## config.mk

```make
export PLATFORM = sky130hd
export DESIGN_NAME = datetime_add_seconds
export DESIGN_NICKNAME = d
export VERILOG_FILES = /design/src/sv/dta_pkg.sv /design/src/sv/dta_sub.sv /design/src/sv/datetime_add_seconds.sv
export SDC_FILE = /design/constraint.sdc
export NUM_CORES = 1
export LEC_CHECK = 0
export ABC_AREA = 1
export BUFFER_PORTS_ARGS = -buffer_cell sky130_fd_sc_hd__buf_2
export CAP_MARGIN = 10
export CORE_MARGIN = 3
export CORE_UTILIZATION = 50
export CTS_CLUSTER_DIAMETER = 60
export CTS_CLUSTER_SIZE = 12
export DETAILED_ROUTE_END_ITERATION = 7
export PLACE_DENSITY = 0.71
export SYNTH_ARGS = -nofsm -noshare
export SYNTH_HDL_FRONTEND = slang
export SYNTH_SLANG_ARGS = --single-unit
```

## constraint.sdc

```tcl
create_clock -name clk -period 13.6 [get_ports clk]
set_input_delay 2.72 -clock clk [delete_from_list [all_inputs] [get_ports clk]]
set_output_delay 2.72 -clock clk [all_outputs]
set_load 0.02 [all_outputs]
```

## src/sv/dta_pkg.sv

```systemverilog
// ----------------------------------------------------------------------------
// dta_pkg : shared types, constants and calendar tables
// Widths of the date-time adder, the flags of the shared subtractor and the
// Gregorian month tables.
// ----------------------------------------------------------------------------
package dta_pkg;

	// width of the seconds offset
	localparam int ADD_BITS = 32;
	// accumulator holds the total seconds: offset plus time of day
	localparam int TOT_W = ADD_BITS + 1;
	// whole days carried out of the seconds sum
	localparam int DAY_W = ADD_BITS - 15;
	// working year, wide enough for the true result year
	localparam int YR_W = (DAY_W > 21) ? DAY_W - 6 : 15;
	// widest shift used by the division steps
	localparam int K_MAX = (DAY_W - 1 > 5) ? DAY_W - 1 : 5;
	localparam int KW = $clog2(K_MAX + 1);

	localparam int SECS_PER_DAY = 86400;
	localparam int SECS_PER_HOUR = 3600;
	localparam int SECS_PER_MIN = 60;
	localparam int YEARS_PER_ERA = 400;
	localparam int DAYS_PER_YEAR = 365;
	localparam int MONTHS = 12;

	typedef logic [TOT_W-1:0] acc_t;

	typedef struct packed {
		logic ge;	// a >= b
		logic gt;	// a > b
	} sub_flags_t;

	// leap year from the year modulo 400
	function automatic logic is_leap(input logic [8:0] y400);
		logic leap;
		leap = (y400[1:0] == 2'd0) && (y400 != 9'd100) && (y400 != 9'd200)
			&& (y400 != 9'd300);
		return leap;
	endfunction

	// length of month m (1..12)
	function automatic logic [4:0] month_len(input logic leap, input logic [3:0] m);
		logic [4:0] len;
		unique case (m)
			4'd2:                      len = leap ? 5'd29 : 5'd28;
			4'd4, 4'd6, 4'd9, 4'd11:   len = 5'd30;
			default:                   len = 5'd31;
		endcase
		return len;
	endfunction

	// days in the year before the first of month m (1..12)
	function automatic logic [8:0] cum_days(input logic leap, input logic [3:0] m);
		logic [8:0] cum;
		unique case (m)
			4'd2:    cum = 9'd31;
			4'd3:    cum = 9'd59;
			4'd4:    cum = 9'd90;
			4'd5:    cum = 9'd120;
			4'd6:    cum = 9'd151;
			4'd7:    cum = 9'd181;
			4'd8:    cum = 9'd212;
			4'd9:    cum = 9'd243;
			4'd10:   cum = 9'd273;
			4'd11:   cum = 9'd304;
			4'd12:   cum = 9'd334;
			default: cum = 9'd0;
		endcase
		if (leap && m > 4'd2) begin
			cum = cum + 9'd1;
		end
		return cum;
	endfunction

endpackage

```

## src/sv/dta_sub.sv

```systemverilog
// ----------------------------------------------------------------------------
// dta_sub : shared subtract and compare unit
// Gives a - b together with greater-or-equal and greater-than flags; every
// division step, year step and month step of the sequencer goes through it.
// ----------------------------------------------------------------------------
module dta_sub (
	input  dta_pkg::acc_t       a,
	input  dta_pkg::acc_t       b,
	output dta_pkg::acc_t       diff,
	output dta_pkg::sub_flags_t flags
);
	import dta_pkg::*;

	logic [TOT_W:0] wide;

	// subtract with borrow out
	assign wide = {1'b0, a} - {1'b0, b};
	assign diff = wide[TOT_W-1:0];
	assign flags.ge = ~wide[TOT_W];
	assign flags.gt = ~wide[TOT_W] && (wide[TOT_W-1:0] != '0);

endmodule

```

## src/sv/datetime_add_seconds.sv

```systemverilog
// ----------------------------------------------------------------------------
// datetime_add_seconds : Gregorian date and time plus a count of seconds
// Sums the time of day and the offset, divides out days, hours and minutes,
// then steps whole years and walks the months to find the new date.
// ----------------------------------------------------------------------------
//  channel | signals                                         | direction
//  --------+-------------------------------------------------+-------------
//  in      | in_valid/in_ready, start_*, add_seconds         | into block
//  out     | out_valid/out_ready, new_*, year_overflow       | out of block
//
//  One item at a time through the shared subtractor in dta_sub. An item goes
//  through a load, DAY_W (17) day-division steps, 5 hour, 6 minute and 6
//  year-modulo steps, a day-of-year step, the year stepping, the month walk
//  and a hand-over. Reset clears the sequencer and the output valid.
//  A result held by out_ready low keeps the block from loading the next item.
// ----------------------------------------------------------------------------
module datetime_add_seconds (
	input  logic                         clk,
	input  logic                         arst_n,
	input  logic                         in_valid,
	output logic                         in_ready,
	input  logic [13:0]                  start_year,
	input  logic [3:0]                   start_month,
	input  logic [4:0]                   start_day,
	input  logic [4:0]                   start_hour,
	input  logic [5:0]                   start_minute,
	input  logic [5:0]                   start_second,
	input  logic [dta_pkg::ADD_BITS-1:0] add_seconds,
	output logic                         out_valid,
	input  logic                         out_ready,
	output logic [13:0]                  new_year,
	output logic [3:0]                   new_month,
	output logic [4:0]                   new_day,
	output logic [4:0]                   new_hour,
	output logic [5:0]                   new_minute,
	output logic [5:0]                   new_second,
	output logic                         year_overflow
);
	import dta_pkg::*;

	typedef enum logic [3:0] {
		S_IDLE, S_DDAY, S_DHOUR, S_DMIN, S_YMOD, S_DOY, S_YEAR, S_MON, S_DONE
	} state_t;

	state_t           state_q;
	acc_t             acc_q;
	logic [KW-1:0]    k_q;
	logic [DAY_W-1:0] days_q;
	logic [4:0]       hour_q;
	logic [5:0]       min_q;
	logic [5:0]       sec_q;
	logic [YR_W-1:0]  year_q;
	logic [8:0]       y400_q;
	logic [3:0]       smon_q;
	logic [4:0]       sday_q;
	logic [3:0]       month_q;

	logic [13:0]      new_year_q;
	logic [3:0]       new_month_q;
	logic [4:0]       new_day_q;
	logic [4:0]       new_hour_q;
	logic [5:0]       new_minute_q;
	logic [5:0]       new_second_q;
	logic             year_overflow_q;
	logic             out_valid_q;

	acc_t             sub_b;
	acc_t             sub_diff;
	sub_flags_t       sub_flags;
	acc_t             acc_step;
	acc_t             tot_sec;
	logic             leap_now;
	logic             ovf;

	// time of day plus offset, in seconds
	assign tot_sec = TOT_W'(add_seconds)
		+ TOT_W'(start_hour) * TOT_W'(SECS_PER_HOUR)
		+ TOT_W'(start_minute) * TOT_W'(SECS_PER_MIN)
		+ TOT_W'(start_second);

	assign leap_now = is_leap(y400_q);

	// pick the second operand of the shared unit
	always_comb begin
		unique case (state_q)
			S_DDAY:  sub_b = acc_t'(SECS_PER_DAY) << k_q;
			S_DHOUR: sub_b = acc_t'(SECS_PER_HOUR) << k_q;
			S_DMIN:  sub_b = acc_t'(SECS_PER_MIN) << k_q;
			S_YMOD:  sub_b = acc_t'(YEARS_PER_ERA) << k_q;
			S_YEAR:  sub_b = acc_t'(DAYS_PER_YEAR) + acc_t'(leap_now);
			S_MON:   sub_b = acc_t'(month_len(leap_now, month_q));
			default: sub_b = '0;
		endcase
	end

	dta_sub u_sub (
		.a     (acc_q),
		.b     (sub_b),
		.diff  (sub_diff),
		.flags (sub_flags)
	);

	// restoring division step: keep the difference when it does not go negative
	assign acc_step = sub_flags.ge ? sub_diff : acc_q;

	// sequencer, datapath and output registers
	always_ff @(posedge clk or negedge arst_n) begin
		if (!arst_n) begin
			state_q     <= S_IDLE;
			out_valid_q <= 1'b0;
		end else begin
			// drop a taken result unless the next one is handed over now
			if (out_valid_q && out_ready && state_q != S_DONE) begin
				out_valid_q <= 1'b0;
			end
			unique case (state_q)
				S_IDLE: begin
					// take the item, clamp month and day
					if (in_valid) begin
						acc_q  <= tot_sec;
						year_q <= YR_W'(start_year);
						if (start_month == 4'd0) begin
							smon_q <= 4'd1;
						end else if (start_month > 4'(MONTHS)) begin
							smon_q <= 4'(MONTHS);
						end else begin
							smon_q <= start_month;
						end
						sday_q  <= (start_day == 5'd0) ? 5'd1 : start_day;
						k_q     <= KW'(DAY_W - 1);
						state_q <= S_DDAY;
					end
				end
				S_DDAY: begin
					acc_q  <= acc_step;
					days_q <= {days_q[DAY_W-2:0], sub_flags.ge};
					if (k_q == '0) begin
						k_q     <= KW'(4);
						state_q <= S_DHOUR;
					end else begin
						k_q <= k_q - KW'(1);
					end
				end
				S_DHOUR: begin
					acc_q  <= acc_step;
					hour_q <= {hour_q[3:0], sub_flags.ge};
					if (k_q == '0) begin
						k_q     <= KW'(5);
						state_q <= S_DMIN;
					end else begin
						k_q <= k_q - KW'(1);
					end
				end
				S_DMIN: begin
					min_q <= {min_q[4:0], sub_flags.ge};
					if (k_q == '0) begin
						// remainder is the seconds; load the year for its era
						sec_q   <= acc_step[5:0];
						acc_q   <= TOT_W'(year_q);
						k_q     <= KW'(5);
						state_q <= S_YMOD;
					end else begin
						acc_q <= acc_step;
						k_q   <= k_q - KW'(1);
					end
				end
				S_YMOD: begin
					acc_q <= acc_step;
					if (k_q == '0) begin
						y400_q  <= acc_step[8:0];
						state_q <= S_DOY;
					end else begin
						k_q <= k_q - KW'(1);
					end
				end
				S_DOY: begin
					// carried days plus the start date as a day of its year
					acc_q <= TOT_W'(days_q) + TOT_W'(cum_days(leap_now, smon_q))
						+ TOT_W'(sday_q);
					state_q <= S_YEAR;
				end
				S_YEAR: begin
					// step off whole years
					if (sub_flags.gt) begin
						acc_q  <= sub_diff;
						year_q <= year_q + YR_W'(1);
						y400_q <= (y400_q == 9'(YEARS_PER_ERA - 1)) ? 9'd0 : y400_q + 9'd1;
					end else begin
						month_q <= 4'd1;
						state_q <= S_MON;
					end
				end
				S_MON: begin
					// walk the months
					if (month_q < 4'(MONTHS) && sub_flags.gt) begin
						acc_q   <= sub_diff;
						month_q <= month_q + 4'd1;
					end else begin
						state_q <= S_DONE;
					end
				end
				S_DONE: begin
					// hand the result over once the output register is free
					if (!out_valid_q || out_ready) begin
						new_year_q      <= ovf ? '1 : year_q[13:0];
						new_month_q     <= month_q;
						new_day_q       <= acc_q[4:0];
						new_hour_q      <= hour_q;
						new_minute_q    <= min_q;
						new_second_q    <= sec_q;
						year_overflow_q <= ovf;
						out_valid_q     <= 1'b1;
						state_q         <= S_IDLE;
					end
				end
				default: begin
					state_q <= S_IDLE;
				end
			endcase
		end
	end

	assign ovf = |year_q[YR_W-1:14];

	assign in_ready      = (state_q == S_IDLE);
	assign out_valid     = out_valid_q;
	assign new_year      = new_year_q;
	assign new_month     = new_month_q;
	assign new_day       = new_day_q;
	assign new_hour      = new_hour_q;
	assign new_minute    = new_minute_q;
	assign new_second    = new_second_q;
	assign year_overflow = year_overflow_q;

	// an accepted item keeps the block busy on the next cycle
	a_busy_after_accept: assert property (@(posedge clk) disable iff (!arst_n)
		in_valid && in_ready |=> !in_ready)
		else $error("block ready right after taking an item");

	// a delivered month and day are in range
	a_date_range: assert property (@(posedge clk) disable iff (!arst_n)
		out_valid |-> new_month >= 4'd1 && new_month <= 4'd12 && new_day != 5'd0)
		else $error("result month or day out of range");

	// a delivered time of day is in range
	a_time_range: assert property (@(posedge clk) disable iff (!arst_n)
		out_valid |-> new_hour < 5'd24 && new_minute < 6'd60 && new_second < 6'd60)
		else $error("result time of day out of range");

	// overflow saturates the year
	a_ovf_sat: assert property (@(posedge clk) disable iff (!arst_n)
		out_valid && year_overflow |-> new_year == 14'h3FFF)
		else $error("year overflow without saturated year");

	// month walk never passes December
	a_month_walk: assert property (@(posedge clk) disable iff (!arst_n)
		state_q == S_MON |-> month_q >= 4'd1 && month_q <= 4'd12)
		else $error("month counter out of range");

endmodule

```

==> results of run 1 <==
[cells by family after synthesis]
logic type,count (synthesis)
mux,1
flops,155
buf+inv,389
simple gates,909
fa+ha+maj,164
xor+xnor,52
compound gates,310
[sequential cells by signal, summed over array words and instances (netlist names), 4 cells and up]
signal and flops:
days_q 17, year_q 15, new_month 4, new_day 5
new_minute 6, new_second 6, acc_q 33, y400_q 9
state_q 4, min_q 6, hour_q 5, k_q 5
new_hour 5, sday_q 5, month_q 4, smon_q 4
sec_q 6, new_year 14
[Yosys cell counts (all sizes together)]
master | count | area [sq um]
nand2 | 550 | 2090
inv | 353 | 1330
nor2 | 190 | 796
edfxtp | 150 | 4500
o21ai | 135 | 676
ha | 132 | 1650
a21oi | 103 | 531
nand3 | 91 | 498
xor2 | 33 | 289
fa | 32 | 641
nor3 | 32 | 185
clkbuf | 22 | 82.6
nand4 | 19 | 125
xnor2 | 19 | 166
a31oi | 16 | 100
buf | 12 | 71.3
or2 | 9 | 56.3
nor4 | 8 | 50.1
a22oi | 7 | 52.6
a211oi | 6 | 45.0
o211ai | 6 | 45.0
dfrtp | 5 | 125
o22ai | 5 | 31.3
a221oi | 4 | 35.0
a32oi | 4 | 35.0
and2 | 4 | 25.0
o2111ai | 4 | 35.0
o31ai | 4 | 30.0
a21o | 3 | 22.5
nand3b | 3 | 22.5
o21a | 3 | 22.5
o221ai | 3 | 26.3
clkinv | 2 | 7.51
nor3b | 2 | 20.0
a2111oi | 1 | 8.76
a311oi | 1 | 8.76
a32o | 1 | 10.0
a41oi | 1 | 8.76
mux2i | 1 | 10.0
o21bai | 1 | 7.51
o32ai | 1 | 8.76
o41ai | 1 | 8.76
or3 | 1 | 6.26
[stage by stage]
step	util (%)	cells	setup slack (ps)	total power, mW	cell area [sq um]
final	57.1	2482	5910	4.43	16100
after global routing	57.1	2482	5520	4.87	16100
after CTS	57.1	2482	6020	4.38	16100
after detailed placement	55.0	2450	5570	3.88	15500
after global placement	55.0	2450	5620	3.84	15500
after floorplan	-	1980	6170	3.09	14500
[critical path, stage by stage]
cell and delay (ps):
buf_2 130, fa_1 560, fa_1 420, ha_1 360
a21oi_1 160, nand2_1 100, a21oi_1 130, o21ai_0 130
a21o_1 180, a21oi_1 150, xnor2_1 160, fa_1 450
ha_1 310, ha_1 370, nand2_1 110, nor4_1 490
a21oi_1 130, inv_1 100, nand2_1 50, nand2_1 70
inv_1 60, nor2_1 170, nand2_1 100, o21ai_0 160
nand3_1 90
[layer usage]
layer  wire (um)  up-vias  global-route usage [%]  part of all wire (%)
li1            -     6688                       -                     -
met1       17900     6080                    35.2                    45
met3        2390       56                    3.81                   6.0
met5          13        -                       0                 0.033
met2       18400      397                    42.9                    47
met4         863        2                    7.42                   2.2
[area by class of cell]
type | instances | area [sq um] | share of cell area, %
Inverter | 355 | 1340 | 8.31
Clock buffer | 18 | 429 | 2.67
Timing Repair Buffer | 126 | 651 | 4.05
Sequential cell | 155 | 4630 | 28.8
Multi-Input combinational cell | 1436 | 8400 | 52.3
Clock inverter | 14 | 149 | 0.927
Tap cell | 378 | 473 | 2.94
[path summary, 6_finish.rpt]
| check | from | endpoint | slack, ps | depth (start not counted) |
|---|---|---|---|---|
| setup / recovery | start_minute[1] | acc_q[29] | 5910 | 25 |
| hold / removal | sec_q[2] | new_second[2] | 410 | 0 |
| setup reg to reg | state_q[1] | acc_q[17] | 7970 | 28 |
| hold reg to reg | sec_q[2] | new_second[2] | 410 | 0 |
| max in group asynchronous | arst_n | state_q[2] | 11290 | 1 |
| min in group asynchronous | arst_n | state_q[3] | 2120 | 1 |
[power groups by stage]
stage / clock, mW / combinational [mW] / sequential, mW
2_1_floorplan: 0 / 2.27 / 0.822
3_3_place_gp: 0 / 2.95 / 0.886
3_5_place_dp: 0 / 2.99 / 0.887
4_1_cts: 0.492 / 3.01 / 0.878
5_1_grt: 0.513 / 3.46 / 0.897
6_report: 0.489 / 3.05 / 0.883
==> results.toml, run 1 <==
[sta]
slew_violations = 0
finalHoldViolCount = 0
finalSetupViolCount = 0
setup_tns_ps = 0
grt_setup_unrepaired = "false"
clock_skew_ps = 22.6
hold_slack_ps = 414
tightest_slew_ps = 1030
fin_crit_ps = 7690
slew_headroom_pct = 31.4
post-route-period-util_pct = 56.6
max_freq_mhz = 130

[setup_path]
cp-end-kind = "flip-flop"
cp.arrival_ps = 7870
path_max_fanout = 5
start_kind = "input port"
crit_type = "in -> reg"
cp.required_ps = 13780

[cells_and_area]
fillers = 2692
final_cell_mix = "543 x nand2_1, 336 x inv_1, 171 x nor2_1, 150 x edfxtp_1, 132 x ha_1"
layout_commonest_cell = "nand2_1"
drive_above_1_share_pct = 10.7
syn_to_final_growth_pct = 10.9
antenna_cells = 0
fin_nets = 2331

[power]
p_int_mw = 2.00
power_density_nw_per_um2 = 275
switching_share_pct = 54.9
ir_drop_mv = 0.127
pwr-share-clk_pct = 11.0
combPwrFrac_pct = 69.0
seq_power_share_pct = 20.0
p_leak_nw = 7.76
p_switching_mw = 2.43

[yosys]
muxShareOfSynthArea_pct = 0.0691
synth_compound_area_share_pct = 12.1
synth_top_family_by_area = "simple AND/OR/NAND/NOR gates"
synth.avg_cell_area_sq_um = 7.32
synth_seq_cells = 155
yosysWarnings = 0
synthXorXnorAreaFrac_pct = 3.14
synth-simple-area-share_pct = 26.7
ys_seq_area_share_pct = 31.9
synth_fa_ha_area_share_pct = 15.8
synth_cell_types = 61
syn_inst = 1980
syn_nets = 2220
synth_area_sq_um = 14500

[run]
cap_violations = 0

[route]
drt-initial-drc-count = 1383
drc = 0
antenna_left = 0
vias = 13200
wl_um = 39600
vias_per_cell = 5.33
wl_per_cell_um = 15.9
firstDrtPassIters = 6

[floorplan]
die_area_sq_um = 31100
die_w_um = 176
rows = 61
start_util_pct = 51.5
dieHeight_um = 176
fp.coreArea_sq_um = 28200
io_pins = 119

[status]
status = "complete, no violations"

[clock_network]
cts_tree = "done"
post-cts-setup-buffers = 0
clock_sinks = 155
cts_resized = 0
htree_levels = 4
clockBufferDepth = 2
holdBufCountCts = 0
root_buffer = "clkbuf_16"
numCtsBuffers = 17
clk_pin_slew_ps = 70
clk_latency_ps = 440

[global_route]
grt_pass1_vias = 12600
grt_overflow = 0
antenna_found_initial = 1
grt_pass1_wl_um = 64100
grt_usage_pct = 25.8
grt_max_degree = 35

[placed_design]
routabilityCongestion = 0.973
port_buffers = 118
place_hpwl_um = 32100

[worst_hold_path]
hp-class = "reg -> reg"
No activity file was read; power rests on OpenSTA's default activity.
==> run 2, diff against run 1 <==
- clock period: 13.6 -> 7.21 ns (I/O delays scaled with it)
==> results.toml, run 2 (synthesized netlist as in run 1, its figures left out) <==
[clock_network]
root_buffer = "clkbuf_16"
numCtsBuffers = 17
clk_pin_slew_ps = 80
clockBufferDepth = 2
post-cts-setup-buffers = 0
cts_tree = "done"
htree_levels = 4
cts_resized = 0
holdBufCountCts = 0
clk_latency_ps = 440
clock_sinks = 155

[cells_and_area]
fin_nets = 2331
post-route-util_pct = 57.2
largest_reg_flops = 33
fillers = 2649
syn_to_final_growth_pct = 11.2
reg.largest.list = "acc_q: 33 flops, days_q: 17 flops, year_q: 15 flops"
final_cell_mix = "543 x nand2_1, 336 x inv_1, 171 x nor2_1, 150 x edfxtp_1, 132 x ha_1"
antenna_cells = 0
top_register = "acc_q"
drive_above_1_share_pct = 10.8
layout_commonest_cell = "nand2_1"

[sta]
post-route-period-util_pct = 89.7
clock_skew_ps = 27.8
tightest_slew_ps = 988
setup_tns_ps = 0
slew_violations = 0
finalSetupViolCount = 0
finalHoldViolCount = 0
fin_crit_ps = 6470
grt_setup_unrepaired = "false"
slew_headroom_pct = 33.9
max_freq_mhz = 155

[global_route]
grt_overflow = 0
grt_max_degree = 35
grt_pass1_wl_um = 64100
grt_pass1_vias = 12700
grt_usage_pct = 25.8
antenna_found_initial = 0

[route]
vias = 13200
drt-initial-drc-count = 1127
wl_um = 39600
drc = 0
antenna_left = 0
firstDrtPassIters = 6
vias_per_cell = 5.34
wl_per_cell_um = 16.0

[setup_path]
path_delay_family = "adder cells"
cp-end-kind = "flip-flop"
cp.arrival_ps = 6640
cpPeakStageDelay_ps = 570
crit_type = "in -> reg"
start_kind = "input port"
cp_num_buf_inv = 3
cp_slowest_cell = "fa_1"
path_max_fanout = 5
cp.required_ps = 7380
crit_top_cell = "nand2_1"

[floorplan]
fp.coreArea_sq_um = 28200
start_util_pct = 51.5
dieHeight_um = 176
rows = 61
die_area_sq_um = 31100
io_pins = 119
die_w_um = 176

[placed_design]
port_buffers = 118
place_hpwl_um = 32100
routabilityCongestion = 0.978

[power]
ir_drop_mv = 0.315
p_leak_nw = 7.79
power_density_nw_per_um2 = 521

[run]
cap_violations = 0

[worst_hold_path]
hp-class = "reg -> reg"

[status]
status = "complete, no violations"
-- run 2: layout make-up --
cell class,count,area [sq um],area share (%)
Tap cell,378,473,2.93
Timing Repair Buffer,126,651,4.04
Sequential cell,155,4630,28.7
Clock inverter,13,174,1.08
Multi-Input combinational cell,1436,8400,52.1
Inverter,355,1340,8.28
Clock buffer,19,453,2.81
-- run 2: per-stage QoR --
stage	hold WS, ps	total power, mW	std cells	area, sq um	worst slack [ps]
finish	430	8.40	2482	16100	742
CTS	432	8.33	2482	16100	834
floorplan	400	5.83	1980	14500	1060
global route	442	9.24	2482	16100	339
detailed placement	415	7.29	2450	15500	394
global placement	405	7.24	2450	15500	506
-- run 2: worst paths after layout --
check	to	slack, ps	cells past startpoint	from
setup / recovery	acc_q[29]	740	25	start_minute[1]
hold / removal	new_hour[4]	430	0	hour_q[4]
setup reg to reg	acc_q[29]	1810	27	state_q[1]
hold reg to reg	new_hour[4]	430	0	hour_q[4]
max in group asynchronous	state_q[2]	6190	1	arst_n
min in group asynchronous	out_valid	840	1	arst_n
-- run 2: metal layers --
layer / up-vias / global-route usage [%] / share of wire (%)
met5: - / 0 / 0
li1: 6691 / - / -
met4: 0 / 7.09 / 2.1
met3: 54 / 3.98 / 6.0
met1: 6064 / 34.8 / 45
met2: 434 / 43.2 / 47
-- run 2: report_power, final --
part	switching [mW]	leakage (nW)	internal [mW]
clock	0.439	0.309	0.548
sequential	0.243	1.45	1.43
combinational	3.90	6.04	1.84
==> run 3, diff against run 2 <==
--- a/config.mk
+++ b/config.mk
@@ -14,4 +14,5 @@
 export CTS_CLUSTER_SIZE = 12
 export DETAILED_ROUTE_END_ITERATION = 7
+export MAX_ROUTING_LAYER = met4
 export PLACE_DENSITY = 0.71
 export SYNTH_ARGS = -nofsm -noshare
==> constraint.sdc (replaced) <==
create_clock -name clk -period 7.21 [get_ports clk]
set_input_delay 0 -clock clk [delete_from_list [all_inputs] [get_ports clk]]
set_output_delay 0 -clock clk [all_outputs]
set_load 0.02 [all_outputs]
==> results.toml, run 3 (synthesized netlist as in run 1, its figures left out) <==
[status]
status = "complete, no violations"

[route]
drt-initial-drc-count = 1277
wl_um = 40400
vias_per_cell = 5.37
wl_per_cell_um = 16.1
antenna_left = 0
firstDrtPassIters = 6
vias = 13500
drc = 0

[sta]
finalHoldViolCount = 0
grt_setup_unrepaired = "false"
fin_crit_ps = 5250
post-route-period-util_pct = 72.8
max_freq_mhz = 191
finalSetupViolCount = 0
slew_headroom_pct = 30.0
clock_skew_ps = 16.1
setup_tns_ps = 0
hold_slack_ps = 38.6
tightest_slew_ps = 1050
slew_violations = 0

[cells_and_area]
antenna_cells = 0
final_cells = 2513
layout_commonest_cell = "nand2_1"
largest_reg_flops = 33
fillers = 2590
final_cell_mix = "543 x nand2_1, 336 x inv_1, 171 x nor2_1, 150 x edfxtp_1, 132 x ha_1"
fin_nets = 2362
reg.largest.list = "acc_q: 33 flops, days_q: 17 flops, year_q: 15 flops"
multi_input_area_sq_um = 8400
top_register = "acc_q"
drive_above_1_share_pct = 10.6
ff_latch_area_sq_um = 4630
syn_to_final_growth_pct = 13.0

[floorplan]
die_w_um = 176
start_util_pct = 51.5
die_area_sq_um = 31100
io_pins = 119
fp.coreArea_sq_um = 28200
dieHeight_um = 176
rows = 61

[global_route]
grt_max_degree = 42
grt_usage_pct = 27.3
grt_pass1_wl_um = 65900
antenna_found_initial = 0
grt_overflow = 0
grt_pass1_vias = 12500

[setup_path]
cp.required_ps = 7300
cp-end-kind = "flip-flop"
start_kind = "flip-flop"
path_max_fanout = 34
crit_type = "reg -> reg"
cp.arrival_ps = 5340

[clock_network]
root_buffer = "clkbuf_16"
clock_sinks = 155
clockBufferDepth = 2
post-cts-setup-buffers = 0
htree_levels = 4
clk_pin_slew_ps = 80
cts_tree = "done"
numCtsBuffers = 17
clk_latency_ps = 440

[placed_design]
routabilityCongestion = 0.976
port_buffers = 118
placed_cells = 2450
place_hpwl_um = 32300

[worst_hold_path]
hp-class = "in -> reg"

[run]
cap_violations = 0

[power]
p_leak_nw = 7.89
power_density_nw_per_um2 = 511
ir_drop_mv = 0.235
## run 3: critical path, cell delays in order (launching register included)
cell and delay, ps:
dfrtp_1 500, inv_1 150, nor2_4 540, inv_2 230, nor2_2 130, buf_4 240, inv_2 280, o22ai_1 310
fa_1 290, inv_1 90, nand3_1 70, nand2_1 120, nand2_1 110, nand3_1 150, nand2_1 130, nand3_1 130
nand2_1 110, nand3_1 70, nand2_1 160, nor2_2 90, nand3_4 130, nand3_1 80, nand2_1 100, nand2_1 80
nor3_2 110, buf_4 410
## run 3: path summary, 6_finish.rpt
check,cells after the start,startpoint,slack [ps],to
worst max-delay path,25,state_q[1],1960,acc_q[29]
max in group asynchronous,3,arst_n,6390,state_q[0]
min in group asynchronous,3,arst_n,610,state_q[1]
worst min-delay path,4,add_seconds[30],40,acc_q[30]
worst max register to register,25,state_q[1],1960,acc_q[29]
worst min register to register,0,sec_q[3],410,new_second[3]
## run 3: per-stage QoR
stage               total power, mW  utilization, %  setup WS, ps  area, sq um
finish                         8.37            58.2          1960        16400
global route                   9.18            58.2          1520        16400
global placement               7.27            55.0          2050        15500
CTS                            8.30            58.2          2010        16400
detailed placement             7.34            55.0          1900        15500
floorplan                      5.83               -          1230        14500
## run 3: per-layer routing
metal	track usage, %	routed length (um)	vias up
met5	-	0	-
met4	4.49	569	0
met3	3.25	2540	43
met2	44.7	19300	452
met1	37.3	18000	6238
li1	-	-	6755
## run 3: cell type report
class	count	area share, %
clock buffers	17	2.60
clock inverters	15	0.939
inverters	355	8.15
multi-input cells	1436	51.3
flip-flops and latches	155	28.3
well taps	378	2.89
repair buffers	157	5.87
## run 3: repair_timing
item	in CTS	in global routing
endpoints found under the hold margin	35	0
hold buffers	31	0
resized for setup	0	0
## run 3: power by group
| group | total (mW) | leakage [nW] | switching, mW | internal (mW) |
|---|---|---|---|---|
| clock network | 0.908 | 0.280 | 0.448 | 0.460 |
| logic | 5.80 | 6.17 | 3.94 | 1.85 |
| registers | 1.67 | 1.45 | 0.236 | 1.43 |
